## src/flex_deadband_square_map_unit_defines.svh

```systemverilog
// ----------------------------------------------------------------------------
// Flex dead-band square map: assertion macros
// Shared property macros, clocked on clk and disabled while rst_n is low.
// ----------------------------------------------------------------------------
`ifndef FLEX_DEADBAND_SQUARE_MAP_UNIT_DEFINES_SVH
`define FLEX_DEADBAND_SQUARE_MAP_UNIT_DEFINES_SVH

// The consequent must hold when the antecedent holds, in the same cycle.
`define FDSM_ASSERT_IMPL(lbl, ante, cons) \
    lbl: assert property (@(posedge clk) disable iff (!rst_n) (ante) |-> (cons)) \
        else $error("fdsm assertion failed");

// The consequent must hold in the cycle after the antecedent.
`define FDSM_ASSERT_NEXT(lbl, ante, cons) \
    lbl: assert property (@(posedge clk) disable iff (!rst_n) (ante) |=> (cons)) \
        else $error("fdsm assertion failed");

`endif

```

## src/fdsm_pkg.sv

```systemverilog
// ----------------------------------------------------------------------------
// Flex dead-band square map: package
// Types and fixed constants shared by the pipeline modules.
// ----------------------------------------------------------------------------
`default_nettype none

package fdsm_pkg;

    localparam int FRAC_W     = 16;
    localparam int DIV_STEPS  = 4;
    localparam int DIV_STAGES = FRAC_W / DIV_STEPS;
    localparam int SAMPLE_W   = 12;

    localparam logic [SAMPLE_W-1:0] REST_RESET = 12'd120;

    typedef struct packed {
        logic valid;
        logic zero;
        logic full;
    } fdsm_ctl_t;

endpackage

`default_nettype wire

```

## src/fdsm_front.sv

```systemverilog
// ----------------------------------------------------------------------------
// Flex dead-band square map: front stage
// Clamps the sample, forms the threshold, the range and the dividend.
// ----------------------------------------------------------------------------
`default_nettype none

module fdsm_front #(
    parameter int ADC_FULL_SCALE = 4095,
    parameter int REST_MARGIN    = 30,
    parameter int VW             = 12
) (
    input  wire logic                             clk,
    input  wire logic                             rst_n,
    input  wire logic                             start,
    input  wire logic [fdsm_pkg::SAMPLE_W-1:0]    flex_sample,
    input  wire logic [fdsm_pkg::SAMPLE_W-1:0]    rest_level,
    output fdsm_pkg::fdsm_ctl_t                   ctl_out,
    output logic      [VW-1:0]                    rem_out,
    output logic      [VW-1:0]                    range_out
);

    localparam int XW = (VW > fdsm_pkg::SAMPLE_W) ? VW : fdsm_pkg::SAMPLE_W;
    localparam int SW = XW + 1;

    logic [SW-1:0]       th_sum;
    logic [SW-1:0]       th_cap;
    logic [SW-1:0]       th_wide;
    logic [VW-1:0]       th;
    logic [XW-1:0]       x_ext;
    logic [XW-1:0]       fs_ext;
    logic [XW-1:0]       x_wide;
    logic [VW-1:0]       x;
    logic [VW-1:0]       num;
    logic [VW-1:0]       range;
    logic                zero;
    logic                full;

    fdsm_pkg::fdsm_ctl_t ctl_reg;
    fdsm_pkg::fdsm_ctl_t ctl_next;
    logic [VW-1:0]       rem_reg;
    logic [VW-1:0]       rem_next;
    logic [VW-1:0]       range_reg;

    always_comb
    begin
        th_sum  = SW'(rest_level) + SW'(REST_MARGIN);
        th_cap  = SW'(ADC_FULL_SCALE - 1);
        th_wide = (th_sum > th_cap) ? th_cap : th_sum;
        th      = th_wide[VW-1:0];

        x_ext   = XW'(flex_sample);
        fs_ext  = XW'(ADC_FULL_SCALE);
        x_wide  = (x_ext > fs_ext) ? fs_ext : x_ext;
        x       = x_wide[VW-1:0];

        zero    = (x <= th);
        num     = x - th;
        range   = VW'(ADC_FULL_SCALE) - th;
        full    = !zero && (num == range);

        ctl_next.valid = start;
        ctl_next.zero  = zero;
        ctl_next.full  = full;
        rem_next       = (zero || full) ? '0 : num;
    end

    always_ff @(posedge clk or negedge rst_n)
    begin
        if (!rst_n)
        begin
            ctl_reg <= '0;
        end
        else
        begin
            ctl_reg <= ctl_next;
        end
    end

    always_ff @(posedge clk)
    begin
        rem_reg   <= rem_next;
        range_reg <= range;
    end

    assign ctl_out   = ctl_reg;
    assign rem_out   = rem_reg;
    assign range_out = range_reg;

endmodule

`default_nettype wire

```

## src/fdsm_div_stage.sv

```systemverilog
// ----------------------------------------------------------------------------
// Flex dead-band square map: divider stage
// One register stage of the restoring divider, four quotient bits per stage.
// ----------------------------------------------------------------------------
`default_nettype none

module fdsm_div_stage #(
    parameter int VW = 12
) (
    input  wire logic                           clk,
    input  wire logic                           rst_n,
    input  wire fdsm_pkg::fdsm_ctl_t            ctl_in,
    input  wire logic [VW-1:0]                  rem_in,
    input  wire logic [VW-1:0]                  range_in,
    input  wire logic [fdsm_pkg::FRAC_W-1:0]    quo_in,
    output fdsm_pkg::fdsm_ctl_t                 ctl_out,
    output logic      [VW-1:0]                  rem_out,
    output logic      [VW-1:0]                  range_out,
    output logic      [fdsm_pkg::FRAC_W-1:0]    quo_out
);

    logic [VW-1:0]                 rem_work;
    logic [VW:0]                   rem_dbl;
    logic [fdsm_pkg::FRAC_W-1:0]   quo_work;

    fdsm_pkg::fdsm_ctl_t           ctl_reg;
    logic [VW-1:0]                 rem_reg;
    logic [VW-1:0]                 range_reg;
    logic [fdsm_pkg::FRAC_W-1:0]   quo_reg;

    // The remainder stays below the range, so each step yields one quotient bit.
    always_comb
    begin
        rem_work = rem_in;
        quo_work = quo_in;
        rem_dbl  = '0;
        for (int i = 0; i < fdsm_pkg::DIV_STEPS; i++)
        begin
            rem_dbl = {rem_work, 1'b0};
            if (rem_dbl >= {1'b0, range_in})
            begin
                rem_dbl  = rem_dbl - {1'b0, range_in};
                quo_work = {quo_work[fdsm_pkg::FRAC_W-2:0], 1'b1};
            end
            else
            begin
                quo_work = {quo_work[fdsm_pkg::FRAC_W-2:0], 1'b0};
            end
            rem_work = rem_dbl[VW-1:0];
        end
    end

    always_ff @(posedge clk or negedge rst_n)
    begin
        if (!rst_n)
        begin
            ctl_reg <= '0;
        end
        else
        begin
            ctl_reg <= ctl_in;
        end
    end

    always_ff @(posedge clk)
    begin
        rem_reg   <= rem_work;
        range_reg <= range_in;
        quo_reg   <= quo_work;
    end

    assign ctl_out   = ctl_reg;
    assign rem_out   = rem_reg;
    assign range_out = range_reg;
    assign quo_out   = quo_reg;

endmodule

`default_nettype wire

```

## src/fdsm_square.sv

```systemverilog
// ----------------------------------------------------------------------------
// Flex dead-band square map: square stage
// Selects the normalized level and registers its square as the result.
// ----------------------------------------------------------------------------
`default_nettype none

module fdsm_square (
    input  wire logic                           clk,
    input  wire logic                           rst_n,
    input  wire fdsm_pkg::fdsm_ctl_t            ctl_in,
    input  wire logic [fdsm_pkg::FRAC_W-1:0]    quo_in,
    output logic                                done,
    output logic      [fdsm_pkg::FRAC_W-1:0]    bend_level
);

    logic [fdsm_pkg::FRAC_W-1:0]     u;
    logic [2*fdsm_pkg::FRAC_W-1:0]   prod_next;
    logic [2*fdsm_pkg::FRAC_W-1:0]   prod_reg;
    logic                            done_reg;

    always_comb
    begin
        if (ctl_in.zero)
        begin
            u = '0;
        end
        else if (ctl_in.full)
        begin
            u = '1;
        end
        else
        begin
            u = quo_in;
        end
        prod_next = (2*fdsm_pkg::FRAC_W)'(u) * (2*fdsm_pkg::FRAC_W)'(u);
    end

    always_ff @(posedge clk or negedge rst_n)
    begin
        if (!rst_n)
        begin
            done_reg <= 1'b0;
        end
        else
        begin
            done_reg <= ctl_in.valid;
        end
    end

    always_ff @(posedge clk)
    begin
        prod_reg <= prod_next;
    end

    assign done       = done_reg;
    assign bend_level = prod_reg[2*fdsm_pkg::FRAC_W-1:fdsm_pkg::FRAC_W];

endmodule

`default_nettype wire

```

## src/flex_deadband_square_map_unit.sv

```systemverilog
// The result strobe rises once a sample has passed the front, divider and squaring registers.
// Throughput: one sample per cycle; busy stays low and the pipeline never stalls.
// The six stages are the front stage, four divider stages of four bits each,
// and the squaring multiplier. Reset clears all valid bits and sets rest_level to 120.
// ----------------------------------------------------------------------------
// Flex dead-band square map: top level
// Dead-bands a flex-sensor sample, normalizes it by division and squares it.
// ----------------------------------------------------------------------------
`default_nettype none

`include "flex_deadband_square_map_unit_defines.svh"

module flex_deadband_square_map_unit #(
    parameter int ADC_FULL_SCALE = 4095,
    parameter int REST_MARGIN    = 30
) (
    input  wire logic                             clk,
    input  wire logic                             rst_n,
    input  wire logic                             start,
    output logic                                  busy,
    input  wire logic [fdsm_pkg::SAMPLE_W-1:0]    flex_sample,
    output logic                                  done,
    output logic      [fdsm_pkg::FRAC_W-1:0]      bend_level,
    input  wire logic                             cfg_valid,
    output logic                                  cfg_ready,
    input  wire logic [fdsm_pkg::SAMPLE_W-1:0]    cfg_data
);

    localparam int VW = $clog2(ADC_FULL_SCALE + 1);
    localparam int NS = fdsm_pkg::DIV_STAGES;

    logic [fdsm_pkg::SAMPLE_W-1:0]   rest_level_reg;
    logic [fdsm_pkg::SAMPLE_W-1:0]   rest_level_next;

    fdsm_pkg::fdsm_ctl_t             ctl_pipe   [0:NS];
    logic [VW-1:0]                   rem_pipe   [0:NS];
    logic [VW-1:0]                   range_pipe [0:NS];
    logic [fdsm_pkg::FRAC_W-1:0]     quo_pipe   [0:NS];

    assign busy      = 1'b0;
    assign cfg_ready = 1'b1;

    always_comb
    begin
        rest_level_next = (cfg_valid && cfg_ready) ? cfg_data : rest_level_reg;
    end

    always_ff @(posedge clk or negedge rst_n)
    begin
        if (!rst_n)
        begin
            rest_level_reg <= fdsm_pkg::REST_RESET;
        end
        else
        begin
            rest_level_reg <= rest_level_next;
        end
    end

    fdsm_front #(
        .ADC_FULL_SCALE (ADC_FULL_SCALE),
        .REST_MARGIN    (REST_MARGIN),
        .VW             (VW)
    ) u_front (
        .clk         (clk),
        .rst_n       (rst_n),
        .start       (start && !busy),
        .flex_sample (flex_sample),
        .rest_level  (rest_level_reg),
        .ctl_out     (ctl_pipe[0]),
        .rem_out     (rem_pipe[0]),
        .range_out   (range_pipe[0])
    );

    assign quo_pipe[0] = '0;

    for (genvar s = 0; s < NS; s++)
    begin : g_div
        fdsm_div_stage #(
            .VW (VW)
        ) u_div (
            .clk       (clk),
            .rst_n     (rst_n),
            .ctl_in    (ctl_pipe[s]),
            .rem_in    (rem_pipe[s]),
            .range_in  (range_pipe[s]),
            .quo_in    (quo_pipe[s]),
            .ctl_out   (ctl_pipe[s+1]),
            .rem_out   (rem_pipe[s+1]),
            .range_out (range_pipe[s+1]),
            .quo_out   (quo_pipe[s+1])
        );
    end

    fdsm_square u_square (
        .clk        (clk),
        .rst_n      (rst_n),
        .ctl_in     (ctl_pipe[NS]),
        .quo_in     (quo_pipe[NS]),
        .done       (done),
        .bend_level (bend_level)
    );

    `FDSM_ASSERT_IMPL(a_start_gives_done, start && !busy, ##6 done)
    `FDSM_ASSERT_IMPL(a_done_has_start, done, $past(start, 6))
    `FDSM_ASSERT_IMPL(a_deadband_zero, ctl_pipe[0].valid && ctl_pipe[0].zero, ##5 (bend_level == '0))
    `FDSM_ASSERT_IMPL(a_full_scale_top, ctl_pipe[0].valid && ctl_pipe[0].full, ##5 (bend_level == 16'hFFFE))

endmodule

`default_nettype wire

```

## config.mk

```make
export PLATFORM = sky130hd
export DESIGN_NAME = flex_deadband_square_map_unit
export DESIGN_NICKNAME = d
export VERILOG_FILES = /design/src/fdsm_pkg.sv /design/src/fdsm_front.sv /design/src/fdsm_div_stage.sv /design/src/fdsm_square.sv /design/src/flex_deadband_square_map_unit.sv
export VERILOG_INCLUDE_DIRS = /design/src /design/src/src
export SDC_FILE = /design/constraint.sdc
export NUM_CORES = 1
export LEC_CHECK = 0
export BUFFER_PORTS_ARGS = -buffer_cell sky130_fd_sc_hd__buf_4
export CAP_MARGIN = 20
export CORE_ASPECT_RATIO = 0.75
export CORE_MARGIN = 4
export CORE_UTILIZATION = 26
export CTS_BUF_LIST = sky130_fd_sc_hd__clkbuf_16
export CTS_CLUSTER_SIZE = 12
export DETAILED_ROUTE_END_ITERATION = 12
export GPL_ROUTABILITY_DRIVEN = 0
export PLACE_DENSITY = 0.44
export SYNTH_ARGS = -nofsm -noshare
export SYNTH_HDL_FRONTEND = slang
export SYNTH_HIERARCHICAL = 1
export SYNTH_SLANG_ARGS = --single-unit
```

## constraint.sdc

```tcl
create_clock -name clk -period 7.9 [get_ports clk]
set_input_delay 0.395 -clock clk [delete_from_list [all_inputs] [get_ports clk]]
set_output_delay 0.395 -clock clk [all_outputs]
set_load 0.01 [all_outputs]
```

==> results.tsv, run 1 <==
stage	metric	value	unit
sta	relative slew slack	38.0	%
worst_hold_path	Hold Path Depth	2	
flow_run	max-cap violations	0	
worst_setup_path	CP Data Arrival Time	8020	ps
worst_setup_path	Data required, critical path	8240	ps
clock_tree	clock latency on the worst-skew pair	490	ps
sta	Tmin final	7690	ps
worst_setup_path	r2r startpoint	u_front/rem_out[1]	
worst_setup_path	slowest stage delay, CP	450	ps
worst_setup_path	Slowest-stage cell, CP	a221o_1	
logic_synthesis	Post-Syn Instances	2878	
finish	final core utilization	33.4	%
finish	Synth-to-Final Area Change	27.3	%
global_routing	first-pass GRT wire length	120	mm
worst_setup_path	Worst Setup End Kind	register	
routing	Detailed Routing Iterations Pass 1	5	
clock_tree	CTS Buf Count	17	
routing	DRC violations left	0	
status	run status	complete, no violations	
clock_tree	CTS tree	done	
sta	max-slew violations	0	
logic_synthesis	Ys Warns	6	
worst_hold_path	hold crit path type	input port to register	
global_routing	largest net degree at the start of global routing	29	
finish	Final #Nets	3805	
finish	max reg flops	40	
placed_design	DP HPWL	65.3	mm
routing	drt total wl	77.8	mm
routing	via density per instance	4.76	
finish	post-route insts no fill	4559	
worst_setup_path	worst-path maximum fanout	6	
worst_setup_path	Crit path max-delay family	compound AO/OA/AOI/OAI gates	
logic_synthesis	Mean Syn Cell Area	8.38	um^2
floorplanning	initial core utilization	26.3	%
sta	period utilisation layout	97.3	%
clock_tree	Clock Tree Buf Depth	2	
worst_setup_path	cell mode on critical path	buf_4	
routing	ANT nets after route	0	
finish	Design Area, Final	30700	um^2
worst_hold_path	WHS Endpoint	rest_level_reg[1]	
placed_design	Placed Cells	4483	
finish	Ant. Diodes	0	
global_routing	Tot GR Track Use	15.4	%
finish	share of cells above drive strength 1	26.3	%
placed_design	DP Area	28700	um^2
clock_tree	clock sink count	180	
worst_hold_path	Hold Path Origin	cfg_data[1]	
global_routing	grt ovf	0	
floorplanning	Ports	47	
sta	Final Skew	14.6	ps
clock_tree	clk root buf	clkbuf_16	
worst_setup_path	CP bufs+invs	7	
worst_setup_path	R2R depth	34	
worst_setup_path	Setup CP Type	register to register	
sta	RSZ-0062 raised after global routing	yes	
routing	routed vias	21705	
logic_synthesis	mapped cell area	24100	um^2
clock_tree	H-tree Lvls	4	
sta	Worst-Margin Slew	923	ps
routing	wire per inst	17.1	um
global_routing	vias in the first global route	20618	
floorplanning	die area	97700	um^2
clock_tree	Clock transition at path regs	90	ps
sta	# setup viols final	0	
floorplanning	Die Ht	272	um
sta	FMAX	130	MHz
routing	DR iter-0 viols	1519	
floorplanning	Die X	360	um
logic_synthesis	syn_nets	3362	
floorplanning	Core ar.	91800	um^2
sta	Setup TNS	0	ps
floorplanning	Site Rows	96	
worst_setup_path	Setup crit start kind	register	
placed_design	IO buf count	44	
global_routing	initial antenna violation count	0	
worst_setup_path	r2r endpoint	g_div[0].u_div/rem_out[5]	
worst_setup_path	flop2flop setup slack	210	ps
sta	endpoints failing hold	0	
## timing repair
action                                 4_1_cts  5_1_grt
hold buffers                                 2        0
pin swaps                                    3       72
cloned                                       0        4
gates resized for setup                     19      195
endpoints found under the hold margin       25        0
setup endpoints to repair                   36       40
buffers inserted                             3       35
## layer usage
metal | wire length, um | global-route usage, %
met1 | 43700 | 25.6
met2 | 30200 | 20.8
met3 | 3310 | 2.18
met4 | 533 | 1.74
met5 | 0 | 0
## cell type report
class / count / area, um^2
tap: 1225 / 1530
clock buffer: 17 / 425
timing repair buffer: 505 / 3830
clock inverter: 15 / 206
fill: 9763 / 61100
sequential: 180 / 3760
inverter: 381 / 1450
multi-input combinational: 2236 / 19500
## how the worst max path moves through the flow
| stage | from | to | slack, ps | cells after the start |
|---|---|---|---|---|
| global placement | u_front/range_out[6] | g_div[0].u_div/rem_out[5] | -580 | 36 |
| global route | g_div[0].u_div/range_out[1] | g_div[1].u_div/rem_out[3] | -70 | 37 |
| detailed placement | u_front/range_out[6] | g_div[0].u_div/rem_out[5] | -470 | 36 |
| finish | u_front/rem_out[1] | g_div[0].u_div/rem_out[5] | 210 | 34 |
| floorplan | u_front/range_out[2] | g_div[0].u_div/rem_out[6] | 20 | 39 |
| CTS | u_front/range_out[7] | g_div[0].u_div/rem_out[5] | -20 | 39 |
## per-stage QoR
| stage | hold WS, ps | setup WS (ps) |
|---|---|---|
| after floorplan | 99.4 | 20.5 |
| after global placement | 311 | -578 |
| after detailed placement | 312 | -474 |
| after CTS | 94.5 | -17.6 |
| after global routing | 106 | -67.3 |
| final | 135 | 214 |
## placed cells by master, fill, tap and decap left out, drive strengths merged, types with 49 or more instances in the layout
cell      n
nor2    292
inv     386
a211oi   49
nor3     63
a21oi   174
dfxtp   152
buf     503
nand2   162
mux2     70
fa      168
a21o     56
xor2     50
ha      288
xnor2   108
o21ai   158
Power of run 1 is left out: the tool's default activity adds up to more than one toggle a clock period on the data nets, which glitch-free logic cannot reach.
==> run 2, diff against run 1 <==
--- a/config.mk
+++ b/config.mk
@@ -6,6 +6,7 @@
 export SDC_FILE = /design/constraint.sdc
 export NUM_CORES = 1
 export LEC_CHECK = 0
+export ABC_AREA = 1
 export BUFFER_PORTS_ARGS = -buffer_cell sky130_fd_sc_hd__buf_4
 export CAP_MARGIN = 20
 export CORE_ASPECT_RATIO = 0.75
==> run 2 against run 1 <==
Compared with the run above:
- sequential share of layout area up 1.8 points
- worst hold slack worse by 2.8 ps
- area after synthesis up 0.83%
- critical endpoint is now g_div[2].u_div/rem_out[7]
==> results.tsv, run 2 <==
stage	metric	value	unit	change
routing	DR iter-0 viols	1476		-2.8%
worst_setup_path	r2r endpoint	g_div[2].u_div/rem_out[7]		
flow_run	max-cap violations	0		unchanged
floorplanning	Ports	47		unchanged
logic_synthesis	Mean Syn Cell Area	7.06	um^2	-16%
logic_synthesis	mapped cell area	24300	um^2	+0.83%
routing	drt total wl	69.9	mm	-10%
clock_tree	CTS Buf Count	17		unchanged
finish	share of cells above drive strength 1	9.45	%	-17 points
global_routing	initial antenna violation count	2		+2
global_routing	grt ovf	0		unchanged
clock_tree	clk root buf	clkbuf_16		
worst_setup_path	CP Data Arrival Time	7690	ps	-330 ps
worst_setup_path	r2r startpoint	g_div[1].u_div/range_out[10]		
finish	max reg flops	40		unchanged
sta	endpoints failing hold	0		unchanged
floorplanning	Core ar.	92100	um^2	+0.39%
routing	routed vias	20666		-4.8%
worst_setup_path	Worst Setup End Kind	register		
routing	DR WL met2	27.3	mm	-9.8%
worst_setup_path	worst-path maximum fanout	17		+11
clock_tree	clock latency on the worst-skew pair	460	ps	-30 ps
routing	M1 wire length	39.1	mm	-11%
logic_synthesis	syn_nets	3926		+17%
status	run status	complete, no violations		
routing	DR top layer	met4		
placed_design	DP HPWL	59.8	mm	-8.5%
worst_hold_path	Hold Path Depth	3		+1
sta	relative slew slack	36.2	%	-1.8 points
global_routing	first-pass GRT wire length	112	mm	-6.7%
routing	wire per inst	14.8	um	-13%
finish	Ant. Diodes	0		unchanged
floorplanning	Die Ht	273	um	+0.40%
worst_setup_path	Setup CP Type	register to register		
finish	storage element area	3750	um^2	-0.37%
finish	most frequent cells in the layout	nand2_1, inv_1, ha_1, nor2_1, fa_1		
worst_hold_path	Hold Path Origin	cfg_data[7]		
logic_synthesis	Post-Syn Instances	3442		+20%
floorplanning	Die X	361	um	+0.40%
worst_hold_path	WHS Endpoint	rest_level_reg[7]		
worst_setup_path	R2R depth	40		+18%
worst_setup_path	slowest stage delay, CP	440	ps	about the same
worst_setup_path	Data required, critical path	8270	ps	+30 ps
clock_tree	H-tree Lvls	4		unchanged
placed_design	IO buf count	44		unchanged
sta	Final Skew	12.9	ps	-1.67 ps
routing	Detailed Routing Iterations Pass 1	5		unchanged
worst_hold_path	hold crit path type	input port to register		
finish	Synth-to-Final Area Change	9.95	%	
finish	Fill cells	10091		+3.4%
sta	FMAX	137	MHz	+5.0%
worst_setup_path	Setup crit start kind	register		
routing	via density per instance	4.37		-8.2%
finish	Multi-input gate area	17800	um^2	-8.8%
floorplanning	initial core utilization	26.4	%	+0.11 points
placed_design	pre-CTS setup slack	-15.3	ps	+459 ps
sta	worst setup slack after layout	580	ps	+366 ps
global_routing	vias in the first global route	19953		-3.2%
global_routing	Tot GR Track Use	14.3	%	-1.1 points
sta	period utilisation layout	92.7	%	-4.6 points
logic_synthesis	Ys Warns	6		unchanged
clock_tree	Clock Tree Buf Depth	2		unchanged
finish	Final #Nets	3973		+4.4%
floorplanning	Site Rows	96		unchanged
worst_setup_path	flop2flop setup slack	580	ps	+370 ps
sta	max-slew violations	0		unchanged
clock_tree	Clock transition at path regs	80	ps	about the same
routing	ANT nets after route	0		unchanged
sta	Tmin final	7320	ps	-366 ps
worst_setup_path	Slowest-stage cell, CP	dfxtp_1		
worst_setup_path	cell mode on critical path	nand2_1		
sta	# setup viols final	0		unchanged
clock_tree	clock sink count	180		unchanged
routing	met3 WL post-DR	2.82	mm	-15%
routing	DRC violations left	0		unchanged
clock_tree	CTS tree	done		
finish	commonest non-fill, non-tap cell in the layout	nand2_1		
floorplanning	die area	98500	um^2	+0.80%
worst_setup_path	CP Launch Point	g_div[1].u_div/range_out[10]		
sta	Worst-Margin Slew	957	ps	+34.3 ps
global_routing	largest net degree at the start of global routing	29		unchanged
-- run 2: cell count changes in the layout (fill, tap and decap cells not counted), moves of 48 or more --
| cell | before | now |
|---|---|---|
| nand2_1 | 162 | 923 |
| buf_4 | 497 | 81 |
| inv_1 | 362 | 617 |
| nand3_1 | 24 | 154 |
| xor2_1 | 49 | 104 |
| nor2_1 | 285 | 232 |
| xnor2_1 | 107 | 59 |
-- run 2: worst max-delay path by stage --
stage                                      to  cells past startpoint
CTS                 g_div[2].u_div/rem_out[7]                     41
global placement    g_div[2].u_div/rem_out[9]                     45
floorplan           g_div[0].u_div/rem_out[8]                     43
detailed placement  g_div[2].u_div/rem_out[7]                     46
finish              g_div[2].u_div/rem_out[7]                     40
global route        g_div[2].u_div/rem_out[1]                     44
-- run 2: timing repair --
action	in CTS	in global routing
pin swaps	0	2
gates resized for setup	1	29
setup endpoints to repair	5	40
hold endpoints to repair	25	0
hold buffers	2	0
buffers inserted	0	8
-- run 2: metal layers --
metal,vias up,global-route usage (%)
li1,10906,-
met5,-,0
met4,0,2.38
met3,37,1.99
met1,9408,22.7
met2,315,20.3
-- run 2: area by class of cell --
type	count	area share [%]
clock buffers	17	1.59
clock inverters	15	0.482
inverters	657	9.31
multi-input cells	2550	66.5
flip-flops and latches	180	14.0
well taps	1225	5.74
repair buffers	83	2.35
-- run 2: worst max-delay path: cells and delay by family (launching register included) --
| kind | cells | cell delay (ps) |
|---|---|---|
| adder cells (fa/ha/maj) | 4 | 1450 |
| flip-flops | 1 | 440 |
| AND/OR/NAND/NOR | 19 | 2540 |
| buffers and inverters | 8 | 830 |
| AO/OA/AOI/OAI | 9 | 1950 |
-- run 2: stage by stage --
stage	cell area (um^2)	cells	util [%]	hold WS [ps]	setup TNS (ps)
after floorplan	24300	3442	-	99.4	0
after global placement	26000	4685	28.2	311	-1410
after detailed placement	26000	4685	28.2	312	-17.0
after CTS	26600	4719	28.9	98.7	0
after global routing	26700	4727	29.0	115	-4.00
final	26700	4727	29.0	132	0
Power of run 2 is left out for the same reason.
==> run 3, diff against run 2 <==
--- a/config.mk
+++ b/config.mk
@@ -11,12 +11,13 @@
 export CAP_MARGIN = 20
 export CORE_ASPECT_RATIO = 0.75
 export CORE_MARGIN = 4
-export CORE_UTILIZATION = 26
+export CORE_UTILIZATION = 51
 export CTS_BUF_LIST = sky130_fd_sc_hd__clkbuf_16
+export CTS_CLUSTER_DIAMETER = 200
 export CTS_CLUSTER_SIZE = 12
 export DETAILED_ROUTE_END_ITERATION = 12
 export GPL_ROUTABILITY_DRIVEN = 0
-export PLACE_DENSITY = 0.44
+export PLACE_DENSITY = 0.72
 export SYNTH_ARGS = -nofsm -noshare
 export SYNTH_HDL_FRONTEND = slang
 export SYNTH_HIERARCHICAL = 1
==> run 3 against run 2 <==
Compared with the run above:
- non-clock buffer count shrank 11
- clock skew up 3.6 ps
- critical path depth rose by 3
- first-iteration DRC count rose by 41%
- largest cell class unchanged
- highest routed layer unchanged
==> results.tsv, run 3 (synthesis results as in run 2) <==
stage	metric	value	unit	change
sta	max-slew violations	0		unchanged
floorplanning	Ports	47		unchanged
worst_setup_path	cell mode on critical path	nand2_1		
routing	routed vias	21664		+4.8%
placed_design	DP Area	25100	um^2	-3.3%
routing	DR iter-0 viols	2083		+41%
routing	Detailed Routing Iterations Pass 1	6		+1
global_routing	grt ovf	0		unchanged
finish	share of cells above drive strength 1	9.79	%	+0.34 points
floorplanning	initial core utilization	52.2	%	+26 points
sta	relative slew slack	40.6	%	+4.4 points
worst_setup_path	slowest stage delay, CP	390	ps	-50 ps
global_routing	vias in the first global route	20007		+0.27%
global_routing	initial antenna violation count	0		-2
finish	Ant. Diodes	0		unchanged
finish	Final #Nets	3964		-0.23%
routing	ANT nets after route	0		unchanged
worst_setup_path	R2R depth	43		+7.5%
floorplanning	Core ar.	46500	um^2	-49%
sta	Final Skew	16.6	ps	+3.63 ps
worst_setup_path	CP Data Arrival Time	7680	ps	about the same
worst_setup_path	CP Launch Point	u_front/range_out[8]		
finish	most frequent cells in the layout	nand2_1, inv_1, ha_1, nor2_1, fa_1		
placed_design	IO buf count	44		unchanged
worst_setup_path	Slowest-stage cell, CP	dfxtp_1		
finish	Synth-to-Final Area Change	7.28	%	
finish	final core utilization	56.0	%	+27 points
routing	wire per inst	15.4	um	+4.0%
status	run status	complete, no violations		
worst_setup_path	Setup CP Type	register to register		
clock_tree	H-tree Lvls	4		unchanged
routing	DRC violations left	0		unchanged
floorplanning	die area	51300	um^2	-48%
sta	period utilisation layout	93.1	%	+0.47 points
worst_setup_path	worst-path maximum fanout	16		-1
finish	max reg flops	40		unchanged
routing	drt total wl	63.4	mm	-9.3%
clock_tree	CTS tree	done		
worst_setup_path	Data required, critical path	8230	ps	-40 ps
sta	Worst-Margin Slew	891	ps	-66.0 ps
worst_setup_path	r2r endpoint	g_div[0].u_div/rem_out[1]		
worst_setup_path	Worst setup endpoint	g_div[0].u_div/rem_out[1]		
floorplanning	Site Rows	68		-29%
clock_tree	clk root buf	clkbuf_16		
clock_tree	clock latency on the worst-skew pair	450	ps	about the same
global_routing	first-pass GRT wire length	104	mm	-7.0%
sta	Tmin final	7360	ps	+36.9 ps
clock_tree	CTS Buf Count	17		unchanged
worst_setup_path	flop2flop setup slack	540	ps	-40 ps
clock_tree	Clock Tree Buf Depth	2		unchanged
floorplanning	Die X	260	um	-28%
sta	FMAX	136	MHz	-0.50%
global_routing	largest net degree at the start of global routing	29		unchanged
placed_design	DP HPWL	52.6	mm	-12%
clock_tree	clock sink count	180		unchanged
worst_setup_path	r2r startpoint	u_front/range_out[8]		
finish	Fill cells	4464		-56%
sta	# setup viols final	0		unchanged
global_routing	Tot GR Track Use	24.8	%	+11 points
finish	Design Area, Final	26100	um^2	-2.4%
floorplanning	Die Ht	197	um	-28%
sta	endpoints failing hold	0		unchanged
flow_run	max-cap violations	0		unchanged
worst_setup_path	Setup crit start kind	register		
finish	commonest non-fill, non-tap cell in the layout	nand2_1		
worst_hold_path	hold crit path type	input port to register		
clock_tree	Clock transition at path regs	80	ps	about the same
worst_setup_path	Worst Setup End Kind	register		
routing	via density per instance	5.25		+20%
## run 3: worst min path at each step
stage / start / endpoint / slack (ps) / cells past startpoint
2_1_floorplan: rst_n / g_div[0].u_div/ctl_out[0] / 100 / 0
3_3_place_gp: g_div[1].u_div/quo_out[7] / g_div[2].u_div/quo_out[11] / 310 / 0
3_5_place_dp: g_div[2].u_div/quo_out[7] / g_div[3].u_div/quo_out[11] / 310 / 0
4_1_cts: start / u_front/ctl_out[2] / 40 / 1
5_1_grt: start / u_front/ctl_out[2] / 30 / 1
6_report: start / u_front/ctl_out[2] / 60 / 1
## run 3: repair_timing
action                     4_1_cts  5_1_grt
setup endpoints to repair        4       39
pin swaps                        0        6
hold endpoints to repair        24        0
resized for setup                1       57
hold buffers                     1        0
gates cloned                     0        2
buffers inserted                 0       14
## run 3: stage by stage
stage / worst slack, ps / hold WS [ps] / std cells / TNS, ps
4_1_cts: 29.9 / 36.2 / 4107 / 0
5_1_grt: -23.6 / 34.4 / 4123 / -57.3
3_5_place_dp: -19.0 / 313 / 4074 / -19.0
3_3_place_gp: 26.7 / 311 / 4074 / 0
6_report: 543 / 56.2 / 4123 / 0
2_1_floorplan: 1520 / 99.4 / 3442 / 0
## run 3: critical path, delay by kind of cell, from the launching register on
| family | cells | cell delay [ps] |
|---|---|---|
| simple gates | 20 | 2380 |
| fa+ha+maj | 4 | 1380 |
| compound gates | 11 | 2060 |
| buf+inv | 8 | 980 |
| flops | 1 | 390 |
## run 3: area by class of cell
type	instances	area, um^2	share of cell area, %
Multi-Input combinational cell	2551	17900	68.5
Sequential cell	180	3750	14.4
Inverter	657	2490	9.54
Tap cell	630	788	3.02
Timing Repair Buffer	72	556	2.13
Clock buffer	17	425	1.63
Clock inverter	15	206	0.792
Timing Repair inverter	1	7.51	0.0288
## run 3: routing by layer
layer  global-route usage [%]  up-vias  wire, um
met2                     36.1      784     25600
li1                         -    10910         -
met3                     4.02       54      5100
met1                     39.2     9916     32100
met4                     3.87        0       666
met5                        0        -         0
Power of run 3 is left out for the same reason.
